### config.mk
export PLATFORM = sky130hd
export DESIGN_NAME = pfe_front
export DESIGN_NICKNAME = d
export VERILOG_FILES = /design/src/pfe_pkg.sv /design/src/pfe_front.sv
export SDC_FILE = /design/constraint.sdc
export NUM_CORES = 1
export LEC_CHECK = 0
export BUFFER_PORTS_ARGS = -buffer_cell sky130_fd_sc_hd__buf_2
export CAP_MARGIN = 20
export CELL_PAD_IN_SITES_DETAIL_PLACEMENT = 1
export CELL_PAD_IN_SITES_GLOBAL_PLACEMENT = 1
export CORE_MARGIN = 2
export CORE_UTILIZATION = 39
export CTS_BUF_LIST = sky130_fd_sc_hd__clkbuf_2 sky130_fd_sc_hd__clkbuf_4 sky130_fd_sc_hd__clkbuf_8
export CTS_CLUSTER_DIAMETER = 120
export DETAILED_ROUTE_END_ITERATION = 8
export PLACE_DENSITY = 0.77
export SETUP_SLACK_MARGIN = 0.05
export SLEW_MARGIN = 25
export SYNTH_ARGS = -nofsm -noshare
export SYNTH_HDL_FRONTEND = slang
export SYNTH_SLANG_ARGS = --single-unit
### constraint.sdc
create_clock -name clk -period 1.7 [get_ports clk]
set_input_delay 0.085 -clock clk [delete_from_list [all_inputs] [get_ports clk]]
set_output_delay 0.085 -clock clk [all_outputs]
set_load 0.01 [all_outputs]
### src/pfe_pkg.sv
// ----------------------------------------------------------------------------
// pfe_pkg
// shared types and constants for the postfix expression evaluator
// ----------------------------------------------------------------------------
package pfe_pkg;

  localparam logic [7:0] SymPlus  = 8'h2B;
  localparam logic [7:0] SymMinus = 8'h2D;
  localparam logic [7:0] SymMul   = 8'h2A;
  localparam logic [7:0] SymDiv   = 8'h2F;
  localparam logic [7:0] SymZero  = 8'h30;
  localparam logic [7:0] SymNine  = 8'h39;

  localparam logic [2:0] StOk        = 3'd0;
  localparam logic [2:0] StUnderflow = 3'd1;
  localparam logic [2:0] StBadChar   = 3'd2;
  localparam logic [2:0] StDivZero   = 3'd3;
  localparam logic [2:0] StOverflow  = 3'd4;
  localparam logic [2:0] StDepth     = 3'd5;
  localparam logic [2:0] StSaturated = 3'd6;

  typedef enum logic [2:0] {
    OP_PUSH, OP_ADD, OP_SUB, OP_MUL, OP_DIV, OP_BAD
  } op_t;

  // classified beat handed from front to back
  typedef struct packed {
    op_t        op;
    logic [3:0] digit;
    logic       is_last;
  } cmd_t;

  typedef enum logic [2:0] {
    S_IDLE, S_RD1, S_RD2, S_LD, S_EXEC, S_DIV, S_FIN, S_OUT
  } state_t;

endpackage

### src/pfe_front.sv
// ----------------------------------------------------------------------------
// pfe_front
// accepts symbols, classifies them, and queues commands for the back end
// ----------------------------------------------------------------------------
module pfe_front (
  input  logic        clk,
  input  logic        rst,
  input  logic [7:0]  symbol,
  input  logic        is_last,
  input  logic        in_valid,
  output logic        in_ready,
  output logic        cmd_valid,
  output pfe_pkg::cmd_t cmd,
  input  logic        cmd_ready
);
  pfe_pkg::cmd_t q [2];
  logic [1:0]    cnt;
  logic          wptr, rptr;
  pfe_pkg::cmd_t c;
  logic          push, pop;

  always_comb begin
    c.is_last = is_last;
    c.digit   = 4'(symbol - pfe_pkg::SymZero);
    if (symbol >= pfe_pkg::SymZero && symbol <= pfe_pkg::SymNine) c.op = pfe_pkg::OP_PUSH;
    else if (symbol == pfe_pkg::SymPlus)  c.op = pfe_pkg::OP_ADD;
    else if (symbol == pfe_pkg::SymMinus) c.op = pfe_pkg::OP_SUB;
    else if (symbol == pfe_pkg::SymMul)   c.op = pfe_pkg::OP_MUL;
    else if (symbol == pfe_pkg::SymDiv)   c.op = pfe_pkg::OP_DIV;
    else c.op = pfe_pkg::OP_BAD;
  end

  assign in_ready  = (cnt != 2'd2);
  assign cmd_valid = (cnt != 2'd0);
  assign cmd       = q[rptr];
  assign push      = in_valid && in_ready;
  assign pop       = cmd_valid && cmd_ready;

  always_ff @(posedge clk) begin
    if (rst) begin
      cnt <= '0; wptr <= 1'b0; rptr <= 1'b0;
    end else begin
      if (push) begin
        q[wptr] <= c;
        wptr    <= ~wptr;
      end
      if (pop) rptr <= ~rptr;
      cnt <= cnt + {1'b0, push} - {1'b0, pop};
    end
  end
endmodule

### Word level (Yosys, flattened, before mapping)

Memories as Yosys holds them, arrays and structs flattened. A register that Yosys moved wholly into a read port is not among the register bits.
Cells that the tools add are included.

* bitwise gates (word level): 2
* shift operators: 0
* reductions and logical operators: 4
* mux-type cells: 10
* add/subtract/negate cells: 3
* multipliers: 0
* equal/unequal tests: 5
* order comparisons: 2
* divide/modulo/power cells: 0

Operators with widths (count)
* equality test 8 x 6 -> 1 bit, second input constant: 4
* two-way mux 3 bit: 4
* greater-or-equal comparator 8 x 6 -> 1 bit, second input constant: 1
* less-or-equal comparator 8 x 6 -> 1 bit, second input constant: 1
* two-way mux 1 bit: 6
* subtractor 4 x 1 -> 4 bit, second input constant: 1
* logical AND 1 bit: 3
* adder 2 x 1 -> 2 bit: 1
* != test 2 bit, second input constant: 1
* NOT 1 bit: 2
* nonzero test 2 bit: 1
* subtractor 2 x 1 -> 2 bit: 1

* latch bits: 0
* ROM bits: 0
* register bits after elaboration: 4
* memories kept: 1
* bits in writable memories: 16

Memories
* q: words 2, bits a word 8, read ports 1, clocked after memory_dff 1, write ports 1, line pfe_front.sv:16 `pfe_pkg::cmd_t q [2];`

### Logic depth before layout (Yosys ltp)

* depth after elaboration: 6
* mapped depth: 9
* gate-level depth less buffers: 9

### Worst setup path before layout

OpenSTA, ideal clock, no wires.

* path kind: flip-flop to flip-flop
* from: register cnt[1]
* to: memory q[1][0] in the netlist's numbering (enable)
* cell stages (with the launch flop): 5
* path buffers: 0
* data arrival time: 1316 ps
* setup slack: -1 ps
* setup time: 385 ps
* cells stage by stage: dfxtp_1 -> nor2b_4 -> inv_1 -> nand2_1 -> nor3b_1

* longest elaborated chain between the ends: 5

RTL lines
* start: declaration: line pfe_front.sv:17 `logic [1:0] cnt;`
* start signal: assignment: line pfe_front.sv:48 `cnt <= cnt + {1'b0, push} - {1'b0, pop};`
* != test 2 bit: line pfe_front.sv:33 `assign in_ready = (cnt != 2'd2);`
* named net in_ready: line pfe_front.sv:11 `output logic in_ready,`
* logical AND 1 bit: line pfe_front.sv:36 `assign push = in_valid && in_ready;`
* two-way mux 1 bit: line pfe_front.sv:43 `if (push) begin`
* two-way mux 1 bit: line pfe_front.sv:40 `if (rst) begin`
* two-way mux 1 bit (not written as such): line pfe_front.sv:44 `q[wptr] <= c;`
* end: declaration: line pfe_front.sv:16

The timed path passes the listed nets, and every way through them passes these cells.

### Worst setup path in the final report

* from: register cnt[1]
* to: register cnt[1]

* longest elaborated chain between the ends: 4
* elaborated cells on any way between the ends: 6
* classes of those cells: add/sub (2); eq/ne (1); reduce/logical (3)

RTL lines (line)
* != test 2 bit: pfe_front.sv:33
* logical AND 1 bit: pfe_front.sv:36
* adder 2 x 1 -> 2 bit: pfe_front.sv:48
* subtractor 2 x 1 -> 2 bit (*): pfe_front.sv:48

Mark *: on every way between the ends. The rest lies on a longest branch, timed or not.
A chain may end at the register's enable or synchronous reset.

==> metrics <==
CTS max path bufs=2; Worst setup startpoint=cnt[1]; Die Ht=52.5 um; WL final=1840 um; Core ar.=2210 um2; final hold vios=0; ant diodes=0; gpl congestion=0.714; dpl hpwl=1220 um; final worst clock skew=0.00949 ns; first-pass GRT wire length=2780 um; final net count=114; via count=630; cell area after synthesis=918 um2; # DRC=0; commonest cells in the netlist=edfxtp_1 (16), mux2_2 (8), dfxtp_1 (5); CTS Buf Count=3; post-synthesis register bit count=21; syn avg cell area=13.5 um2; Worst Setup Start Kind=flip-flop; met1 Use GR=17.0%; met2 GRT Util=23.8%; fmax=620 MHz; Max Cap Violations=0; P per Cell Area=1250 nW/um2; vias in the first global route=609; syn nets=83; Period Utilization, post-route=95.0%; Pre-antenna DRT Iters=4; Worst EP required=1.93 ns; Setup Viol. Count Final=0; DP Area=1080 um2; Worst-Skew Late Latency=0.30 ns; post-synthesis cell type count=27; RSZ-0062 raised after global routing=true; Clock transition at path regs=0.12 ns; total power=1460 uW; largest stage delay on the critical path=0.38 ns; Final Core Density=53.0%; die footprint=2760 um2; Site Rows=17; count leader, synth=edfxtp_1; multi-input logic area=359 um2; post-route cell area=1170 um2; Worst slew margin=73.9%; VDD IR-drop max=894 uV; Worst Setup Slack, final=0.0858 ns; pre-CTS setup slack=-0.0284 ns; minimum clock period=1.61 ns; met3 usage=2.57%; Starting Density=41.5%; post-synth top area share=52.3%; Worst Max-Slew Pin Slew=0.391 ns; # clock sinks=21; GRT Util Overall=14.6%; Min-Delay Path Class=input pin to flip-flop; status=finished clean; H-tree Lvls=1; Seq. cell area=586 um2; DRT antenna net count=0; IO Pins=23; slowest stage cell, crit path=dfxtp_4; CP Capture Type=flip-flop; Die Wd=52.5 um; TritonCTS clock tree=built; initial DRC count=12; Worst R2R Start=cnt[1]; min-delay src=symbol[0]; clock root cell=clkbuf_4; crit path cell chain=nor2b_4, inv_2, nand2_4, ha_4, inv_1, ha_2, xor2_2, and2_4, nor3_2; gr ovfl total=0; Post-synth top flop=edfxtp_1; layer with the highest usage=met2; Max Slew Vio Count=0; vias per cell=5.00; initial antenna violation count=0; register area share after synthesis=63.2%; CP arrival=1.84 ns; largest net degree at the start of global routing=13; Synth area leaders=edfxtp_1 (52%), dfxtp_1 (11%), mux2_2 (9.8%); Synth async-reset ratio=0%; largest area contributor in the netlist=edfxtp_1; EDFF count, synth=16; fillers=244; Yosys warnings=0; worst-path fanout max=5; critical path class=flip-flop to flip-flop; P&R area growth vs syn=27.7%; PortBufs=22; Gate Count Post-Synth=68; wire per inst=14.6 um; Fin Hold WS=0.00238 ns; layout cells sized above 1=53.1%; Leak=0.000455 uW
[metal layers]
metal  vias up  wire (um)
li1        304          -
met4         0         53
met3         4         80
met5         -          0
met2        23        913
met1       299        791
[layout make-up]
cell class,instances,area share (%)
clock buffer,3,1.92
tap,28,2.99
multi-input combinational,42,30.6
clock inverter,1,0.427
timing repair buffer,27,12.8
inverter,4,1.28
sequential,21,49.9
[power breakdown]
part           internal, uW  total (uW)  switching, uW  leakage [uW]
registers               637         711           74.0      0.000185
clock network          87.6         238            151     0.0000177
logic                   273         514            241      0.000252
total                   998        1460            465      0.000455
[sequential cells by signal, indices dropped and copies added (netlist names), named ones only]
register,cells
q,16
cnt,2
rptr,1
wptr,1
[through the flow]
step | setup TNS, ns | cells
2_1_floorplan | 0 | 68
3_3_place_gp | 0 | 119
3_5_place_dp | -0.0284 | 119
4_1_cts | 0 | 125
5_1_grt | -0.00433 | 126
6_report | 0 | 126
[worst paths after layout]
kind | end | slack, ns | cells past startpoint
worst max-delay path | cnt[1] | 0.09 | 9
worst min-delay path | q[1][1] | 0.002 | 1
worst max register to register | cnt[1] | 0.09 | 9
worst min register to register | wptr | 0.53 | 2
[worst max-delay path, delay by kind of cell, from the launching register on]
family	cells	cell delay (ns)
XOR/XNOR	1	0.14
AND/OR/NAND/NOR	4	0.50
buffers and inverters	2	0.10
adder cells (fa/ha/maj)	2	0.42
flip-flops	1	0.38
[timing repair]
item | 4_1_cts | 5_1_grt
hold buffers | 1 | 0
endpoints found under the hold margin | 2 | 0
endpoints found under the setup margin | 1 | 1
cloned | 0 | 0
pin swaps | 1 | 2
setup buffers | 1 | 1
resized for setup | 4 | 7
[logic make-up after synthesis]
group / synth area share [%]
compound gates: 6.13
buf+inv: 2.18
flops: 63.2
simple gates: 14.0
xor+xnor: 1.91
mux: 9.81
fa+ha+maj: 2.72
[cells in the final DEF (no fill, tap or decap), types with 2 or more instances in the layout]
cell type and count:
a21oi_1 2, buf_2 22, buf_4 4, clkbuf_4 3, dfxtp_1 3, edfxtp_1 16, inv_1 3, mux2_2 8
nand2_1 3, nand2b_1 2, nor2_1 4, o21ai_0 2, o22ai_1 2
Note: power is estimated with default switching activity, not from simulation.
